File: src/design/bfla_pkg.sv
// Shared types, codes and default sizes for the block free list allocator.
package bfla_pkg;

   localparam int DEF_MAX_BLOCKS   = 1024;
   localparam int DEF_HEADER_BYTES = 8;

   localparam int OP_W       = 2;
   localparam int INDEX_W    = 10;
   localparam int OFFSET_W   = 26;
   localparam int COUNT_W    = 11;
   localparam int BYTES_W    = 16;
   localparam int STRIDE_W   = BYTES_W + 1;
   localparam int CSR_ADDR_W = 1;
   localparam int CSR_DATA_W = 16;

   localparam logic [COUNT_W-1:0] MIN_BLOCKS          = COUNT_W'(2);
   localparam logic [COUNT_W-1:0] RESET_BLOCK_COUNT   = COUNT_W'(1024);
   localparam logic [BYTES_W-1:0] RESET_BLOCK_BYTES   = BYTES_W'(64);

   typedef enum logic [OP_W-1:0] {
      OP_INIT    = 2'd0,
      OP_ALLOC   = 2'd1,
      OP_RELEASE = 2'd2
   } op_type;

   typedef enum logic [1:0] {
      STS_OK    = 2'd0,
      STS_EMPTY = 2'd1,
      STS_RANGE = 2'd2,
      STS_FULL  = 2'd3
   } status_type;

   typedef enum logic [CSR_ADDR_W-1:0] {
      REG_BLOCK_COUNT = 1'b0,
      REG_BLOCK_BYTES = 1'b1
   } csr_index_type;

   typedef struct packed {
      status_type            status;
      logic [INDEX_W-1:0]    granted_index;
      logic [OFFSET_W-1:0]   byte_offset;
      logic [COUNT_W-1:0]    free_blocks;
      logic                  is_empty;
      logic                  is_full;
   } rsp_type;

endpackage

File: src/design/bfla_ctrl.sv
// Sequencer for initialize, allocate and release, holding the list head and free count.
module bfla_ctrl #(
   parameter int MAX_BLOCKS   = bfla_pkg::DEF_MAX_BLOCKS,
   parameter int HEADER_BYTES = bfla_pkg::DEF_HEADER_BYTES
) (
   input  logic                                clock,
   input  logic                                reset,
   input  logic                                req_valid,
   output logic                                req_stall,
   input  logic [bfla_pkg::OP_W-1:0]           req_operation,
   input  logic [bfla_pkg::INDEX_W-1:0]        req_block_index,
   input  logic [$clog2(MAX_BLOCKS + 1)-1:0]   usable_count,
   input  logic [bfla_pkg::BYTES_W-1:0]        block_bytes,
   output bfla_pkg::rsp_type                   result,
   output logic                                result_valid,
   input  logic                                result_ready,
   output logic                                mem_wr_en,
   output logic [$clog2(MAX_BLOCKS)-1:0]       mem_wr_addr,
   output logic [$clog2(MAX_BLOCKS + 1)-1:0]   mem_wr_data,
   output logic                                mem_rd_en,
   output logic [$clog2(MAX_BLOCKS)-1:0]       mem_rd_addr,
   input  logic [$clog2(MAX_BLOCKS + 1)-1:0]   mem_rd_data
);
   import bfla_pkg::*;

   localparam int LINK_W = $clog2(MAX_BLOCKS + 1);
   localparam int IDX_W  = $clog2(MAX_BLOCKS);
   localparam int PROD_W = IDX_W + STRIDE_W;
   localparam logic [LINK_W-1:0] NULL_LINK = LINK_W'(MAX_BLOCKS);

   typedef enum logic [2:0] {
      ST_IDLE   = 3'b001,
      ST_INIT   = 3'b010,
      ST_FINISH = 3'b100
   } state_type;

   state_type          state_ff, state_in;
   logic [LINK_W-1:0]  head_ff, head_in;
   logic [LINK_W-1:0]  free_ff, free_in;
   status_type         status_ff, status_in;
   logic               pop_ff, pop_in;
   logic [IDX_W-1:0]   granted_ff, granted_in;
   logic [PROD_W-1:0]  product_ff, product_in;
   logic [IDX_W-1:0]   init_idx_ff, init_idx_in;
   logic [STRIDE_W-1:0] stride;
   logic [LINK_W-1:0]  init_next;
   logic               accept;

   assign stride    = STRIDE_W'(block_bytes) + STRIDE_W'(HEADER_BYTES);
   assign init_next = LINK_W'(init_idx_ff) + LINK_W'(1);
   assign accept    = req_valid && (state_ff == ST_IDLE);
   assign req_stall = (state_ff != ST_IDLE);

   always_comb begin
      state_in    = state_ff;
      head_in     = head_ff;
      free_in     = free_ff;
      status_in   = status_ff;
      pop_in      = pop_ff;
      granted_in  = granted_ff;
      product_in  = product_ff;
      init_idx_in = init_idx_ff;
      mem_wr_en   = 1'b0;
      mem_wr_addr = init_idx_ff;
      mem_wr_data = head_ff;
      mem_rd_en   = 1'b0;
      mem_rd_addr = IDX_W'(head_ff);
      unique case (state_ff)
         ST_IDLE: begin
            if (accept) begin
               state_in  = ST_FINISH;
               status_in = STS_OK;
               pop_in    = 1'b0;
               unique case (req_operation)
                  OP_INIT: begin
                     head_in     = (usable_count != '0) ? '0 : NULL_LINK;
                     free_in     = usable_count;
                     init_idx_in = '0;
                     if (usable_count != '0) begin
                        state_in = ST_INIT;
                     end
                  end
                  OP_ALLOC: begin
                     if (free_ff == '0 || head_ff >= NULL_LINK) begin
                        status_in = STS_EMPTY;
                     end else begin
                        mem_rd_en  = 1'b1;
                        granted_in = IDX_W'(head_ff);
                        product_in = PROD_W'(IDX_W'(head_ff)) * PROD_W'(stride);
                        free_in    = free_ff - LINK_W'(1);
                        pop_in     = 1'b1;
                     end
                  end
                  OP_RELEASE: begin
                     if (32'(req_block_index) >= 32'(usable_count)) begin
                        status_in = STS_RANGE;
                     end else if (free_ff >= usable_count) begin
                        status_in = STS_FULL;
                     end else begin
                        mem_wr_en   = 1'b1;
                        mem_wr_addr = IDX_W'(req_block_index);
                        mem_wr_data = head_ff;
                        head_in     = LINK_W'(req_block_index);
                        free_in     = free_ff + LINK_W'(1);
                     end
                  end
                  default: begin
                     status_in = STS_OK;
                  end
               endcase
            end
         end
         ST_INIT: begin
            mem_wr_en   = 1'b1;
            mem_wr_addr = init_idx_ff;
            mem_wr_data = (init_next < usable_count) ? init_next : NULL_LINK;
            init_idx_in = init_idx_ff + IDX_W'(1);
            if (init_next == usable_count) begin
               state_in = ST_FINISH;
            end
         end
         ST_FINISH: begin
            if (result_ready) begin
               state_in = ST_IDLE;
               if (pop_ff) begin
                  head_in = mem_rd_data;
               end
            end
         end
         default: begin
            state_in = ST_IDLE;
         end
      endcase
   end

   always_comb begin
      result_valid         = (state_ff == ST_FINISH);
      result.status        = status_ff;
      result.granted_index = pop_ff ? INDEX_W'(granted_ff) : '0;
      result.byte_offset   = pop_ff ? OFFSET_W'(product_ff + PROD_W'(HEADER_BYTES)) : '0;
      result.free_blocks   = COUNT_W'(free_ff);
      result.is_empty      = (free_ff == '0);
      result.is_full       = (free_ff == usable_count);
   end

   always_ff @(posedge clock) begin
      if (reset) begin
         state_ff <= ST_IDLE;
         head_ff  <= NULL_LINK;
         free_ff  <= '0;
         pop_ff   <= 1'b0;
      end else begin
         state_ff <= state_in;
         head_ff  <= head_in;
         free_ff  <= free_in;
         pop_ff   <= pop_in;
      end
   end

   always_ff @(posedge clock) begin
      status_ff   <= status_in;
      granted_ff  <= granted_in;
      product_ff  <= product_in;
      init_idx_ff <= init_idx_in;
   end

`ifndef ASSERT_OFF
   a_one_port_op: assert property (@(posedge clock) disable iff (reset)
      !(mem_wr_en && mem_rd_en))
      else $error("link memory read and write in the same cycle");

   a_busy_after_accept: assert property (@(posedge clock) disable iff (reset)
      accept |=> (state_ff != ST_IDLE))
      else $error("sequencer idle right after taking a word");

   a_read_means_pop: assert property (@(posedge clock) disable iff (reset)
      mem_rd_en |=> (state_ff == ST_FINISH) && pop_ff)
      else $error("link read without a pending pop");

   a_empty_alloc: assert property (@(posedge clock) disable iff (reset)
      (accept && req_operation == OP_ALLOC && free_ff == '0)
      |=> (status_ff == STS_EMPTY) && !pop_ff)
      else $error("allocate on an empty pool not reported as empty");
`endif

endmodule

File: config.mk
export PLATFORM = sky130hd
export DESIGN_NAME = bfla_ctrl
export DESIGN_NICKNAME = d
export VERILOG_FILES = /design/src/design/bfla_pkg.sv /design/src/design/bfla_ctrl.sv
export SDC_FILE = /design/constraint.sdc
export NUM_CORES = 1
export LEC_CHECK = 0
export ABC_AREA = 1
export BUFFER_PORTS_ARGS = -buffer_cell sky130_fd_sc_hd__buf_2
export CORE_ASPECT_RATIO = 1.2
export CORE_MARGIN = 1
export CORE_UTILIZATION = 60
export CTS_CLUSTER_SIZE = 25
export DETAILED_ROUTE_END_ITERATION = 10
export PLACE_DENSITY_LB_ADDON = 0.2
export REMOVE_ABC_BUFFERS = 1
export SLEW_MARGIN = 20
export SYNTH_ARGS = -nofsm -noshare
export SYNTH_HDL_FRONTEND = slang
export SYNTH_SLANG_ARGS = --single-unit
File: constraint.sdc
create_clock -name clock -period 13.5 [get_ports clock]
set_input_delay 2.025 -clock clock [delete_from_list [all_inputs] [get_ports clock]]
set_output_delay 2.025 -clock clock [all_outputs]
set_load 0.005 [all_outputs]
Yosys cells after proc, flatten, opt, wreduce, memory -nomap -nowiden --
Index checks and enable logic that the tools add are counted.
Word-level totals: flip-flop bits (word level) 74, latch bits 0, RAM bits 0, ROM bits 0, bits of input ports 54, output and inout port bits 86, memories kept 0
Operators by class: $add $sub $neg 6, multiply operators 1, divide/modulo/power cells 0, order comparisons 4, eq/ne operators 19, shifts and indexed selects 0, mux-type cells 43, bitwise gates (word level) 1, reductions and logical operators 14
Operator list (number):
- $mux 11 | 11
- $mux 10 | 8
- $pmux 11 s2 | 2
- $pmux 11 s3 | 1
- $add 26x4->26 const B | 1
- $mul 10x17->26 | 1
- $mux 26 | 1
- $eq 11x11->1 | 2
- $pmux 10 s2 | 1
- $add 16x4->17 const B | 1
- $mux 3 | 5
- $add 10x1->11 const B | 1
- $add 11x1->11 const B | 1
- $ge 10x11->1 | 1
- $ge 11x11->1 | 1
- $ge 11x11->1 const B | 1
- $logic_not 11->1 | 1
- $lt 11x11->1 | 1
- $reduce_bool 11->1 | 1
- $sub 11x1->11 const B | 1
- $add 10x1->10 const B | 1
- $ne 2x2->1 const B | 5
- $mux 1 | 9
- $pmux 3 s3 | 1
- 22 further kinds | 29

Longest topological paths before layout --
word-level depth 6, gate-level depth with buffers 29, depth with buffers taken out 29

Least setup slack after synthesis --
No wires, ideal clock.
path type input -> register, start input block_bytes[3] (netlist name), end register product_ff[25], data pin, library setup time 0.252 ns, data arrival time 6.918 ns, data required time 13.248 ns, path slack 6.329 ns, stages on the path 28, path buffers 0, cells stage by stage ha_1 nand2_1 nor2_1 inv_1 nor2_2 nand4_1 nor2_1 or2_2 nand2_2 inv_1 nand2_1 fa_1 inv_1 fa_1 fa_1 fa_1 inv_1 fa_1 inv_1 ha_1 nand2_1 nor2_1 a21oi_1 or2_2 nand3_1 inv_1 nand2_1 nand2_1
On the way: longest elaborated chain between the ends 2
RTL lines:
- start: declaration | RTL line bfla_ctrl.sv:13 | input logic [bfla_pkg::BYTES_W-1:0] block_bytes,
- $add 16x4->17 | RTL line bfla_ctrl.sv:49 | assign stride = STRIDE_W'(block_bytes) + STRIDE_W'(HEADER_BYTES);
- $mul 10x17->26 | RTL line bfla_ctrl.sv:89 | product_in = PROD_W'(IDX_W'(head_ff)) * PROD_W'(stride);
- end signal: assignment | RTL line bfla_ctrl.sv:163 | product_ff <= product_in;
- end: declaration | RTL line bfla_ctrl.sv:43 | logic [PROD_W-1:0] product_ff, product_in;
Every way passes these cells. A chain may end at the register's enable or synchronous reset.

Final worst setup path --
start input block_bytes[3] (netlist name), end register product_ff[24], data pin
The elaborated chain is that of the path after synthesis.

==> impl_metrics.env <==
export IMPL_status="finished, final reports clean"
export IMPL_clock_sinks=74
export IMPL_tightest_slew_ns=1.09
export IMPL_dr_pass1_iters=6
export IMPL_cts_tree="built"
export IMPL_overflow=0
export IMPL_path_delay_family="adder cells"
export IMPL_antenna_found_initial=0
export IMPL_syn_area_per_cell_um2=7.29
export IMPL_diodes=0
export IMPL_syn_inst=1549
export IMPL_worstPathBufferInverterCount=6
export IMPL_synthArstFlopShare=0
export IMPL_p_leak_nw=6.98
export IMPL_ctsResizeCount=0
export IMPL_hold_path_class="reg -> reg"
export IMPL_required_ns=13.59
export IMPL_synth_edff_count=48
export IMPL_core_area_um2=18300
export IMPL_ys_types=48
export IMPL_die_y_um=152
export IMPL_cts_hold_buffers_added=0
export IMPL_hold_viol=0
export IMPL_area_delta_synth_final_pct=9.26
export IMPL_final_common_cell="nand2_1"
export IMPL_clkLatencyLatePin_ns=0.34
export IMPL_setup_tns_final_ns=0
export IMPL_slew_headroom=0.271
export IMPL_fin_skew_ns=0.00598
export IMPL_gr_usage_met1=0.411
export IMPL_yosysSeqAreaShare=0.174
export IMPL_drv_cap=0
export IMPL_ys_flop_type="edfxtp_1"
export IMPL_yosysWarningCount=0
export IMPL_ant_nets=0
export IMPL_grt_use_met2=0.590
export IMPL_wl_um=30900
export IMPL_grtUsageTotal=0.342
export IMPL_drv_slew=0
export IMPL_die_w_um=127
export IMPL_route_vias_total=10400
export IMPL_postCtsSetupRepairBufs=0
export IMPL_initial_utilization=0.617
export IMPL_rows=54
export IMPL_grt_pass1_wl_um=51300
export IMPL_drt_iter0_drc=883
export IMPL_cp_end_kind="register"
export IMPL_use_met3=0.0400
export IMPL_worstPathArrival_ns=7.66
export IMPL_busiest_layer="met2"
export IMPL_vias_per_cell=5.46
export IMPL_startpoint_type="primary input"
export IMPL_ios=140
export IMPL_cts_htree_levels=3
export IMPL_worst_path_largest_cell_delay_ns=0.55
export IMPL_path_max_fanout=11
export IMPL_finalSetupViolCount=0
export IMPL_vdd_drop_max_uv=174
export IMPL_cts_path_max_buffers=2
export IMPL_drive_gt1_frac=0.120
export IMPL_fin_crit_sh=0.561
export IMPL_wl_per_cell_um=16.2
export IMPL_final_cell_mix="352 x nand2_1, 291 x inv_1, 191 x nor2_1"
export IMPL_ctsRootBufferMaster="clkbuf_16"
export IMPL_grt_pass1_vias=10500
export IMPL_fillers=1651
export IMPL_powerDensity_nw_per_um2=138
export IMPL_io_buffers=139
export IMPL_route_detailed_drc=0
export IMPL_cts_made_buffers=9
export IMPL_dp_hpwl_um=25600
export IMPL_finish_utilization=0.674
export IMPL_fmax_mhz=132
export IMPL_grt_start_max_net_pins=37
export IMPL_gp_congestion=0.997
export IMPL_critical_path_class="in -> reg"
export IMPL_fin_nets=1929
export IMPL_synth_cell_area_um2=11300
export IMPL_synth_seq_cells=74
export IMPL_clk_pin_slew_ns=0.06
export IMPL_fin_crit_ns=7.58
export IMPL_critPathSlowestCell="fa_1"
export IMPL_die_area_um2=19400
export IMPL_rsz0062_at_grt="false"
-- power by group --
group / switching, mW / internal (mW)
sequential: 0.0498 / 0.295
combinational: 0.706 / 0.413
clock: 0.0930 / 0.142
-- routing by layer --
metal  wire, µm  share of wire  vias up
li1           -              -     5018
met1      12100           0.39     4849
met2      15100           0.49      432
met3       1780          0.057      115
met4       1930          0.062        0
met5          0              0        -
-- Yosys cell counts (2+ instances only) --
cell / number / area share
nand3_1: 62 / 0.027
xnor2_1: 14 / 0.011
buf_2: 3 / 0.0013
inv_1: 291 / 0.097
buf_1: 2 / 0.00066
buf_4: 14 / 0.0093
nand2_2: 6 / 0.0033
nor4_1: 5 / 0.0028
dfxtp_1: 26 / 0.046
a21oi_2: 2 / 0.0016
xor2_1: 31 / 0.024
edfxtp_1: 48 / 0.13
a21o_1: 6 / 0.0040
a21oi_1: 61 / 0.027
nand3_2: 3 / 0.0027
a31oi_1: 5 / 0.0028
nor3_2: 2 / 0.0018
fa_1: 118 / 0.21
nand2_4: 3 / 0.0030
o21ai_1: 4 / 0.0018
nand4_1: 22 / 0.012
buf_6: 3 / 0.0030
ha_1: 107 / 0.12
o21ai_0: 69 / 0.031
nand2_1: 352 / 0.12
inv_2: 4 / 0.0013
nor2_1: 191 / 0.063
clkbuf_1: 30 / 0.010
nor2_8: 2 / 0.0035
or2_2: 6 / 0.0033
o21bai_1: 7 / 0.0047
nor2_2: 9 / 0.0050
nor3_1: 26 / 0.012
-- metrics by stage --
stage          worst slack [ns]  cells  hold slack (ns)  instance area (µm²)  power [mW]
2_1_floorplan              6.32   1497            0.429                11000        1.14
3_3_place_gp               5.66   1891            0.437                12100        1.45
3_5_place_dp               5.64   1891            0.452                12100        1.47
4_1_cts                    5.98   1907            0.466                12300        1.71
5_1_grt                    5.50   1907            0.501                12300        1.88
6_report                   5.92   1907            0.468                12300        1.70
-- layout make-up --
cell class                 instances  area (µm²)  area share
multi-input combinational       1127        7950       0.644
timing repair buffer             142         718      0.0582
clock buffer                      10         229      0.0186
sequential                        74        1960       0.159
tap                              252         315      0.0255
clock inverter                     6        57.6     0.00466
inverter                         296        1110      0.0900
-- worst reg2reg max path, delay by kind of cell, from the launching register on --
family / cells / cell delay [ns]
XOR/XNOR: 1 / 0.07
adder cells (fa/ha/maj): 6 / 2.94
buffers and inverters: 3 / 0.50
flip-flops: 1 / 0.69
AND/OR/NAND/NOR: 6 / 1.20
-- logic make-up (layout without fill, tap and decap cells) --
logic type	count (synthesis)	count (layout)	synth area share
AOI/OAI and AO/OA	163	163	0.0799
adders and majority gates	225	225	0.328
and+or+nand+nor	694	694	0.261
buffers and inverters	348	454	0.123
DFF	74	74	0.174
xor gates and xnor gates	45	45	0.0349
-- state kept, by name, summed over array words and instances, names as in the netlist --
signal	count
product_ff	26
status_ff	2
granted_ff	10
free_ff	11
head_ff	11
init_idx_ff	10
pop_ff	1
state_ff	3
-- path summary, 6_finish.rpt --
path                                startpoint  slack [ns]  depth (start not counted)        endpoint
worst max-delay path            block_bytes[3]        5.92                         27  product_ff[24]
worst min register to register     head_ff[10]        0.47                          2     head_ff[10]
worst min-delay path               head_ff[10]        0.47                          2     head_ff[10]
worst max register to register      head_ff[5]        7.86                         16  product_ff[24]
Power figures use the tool's default switching activity.
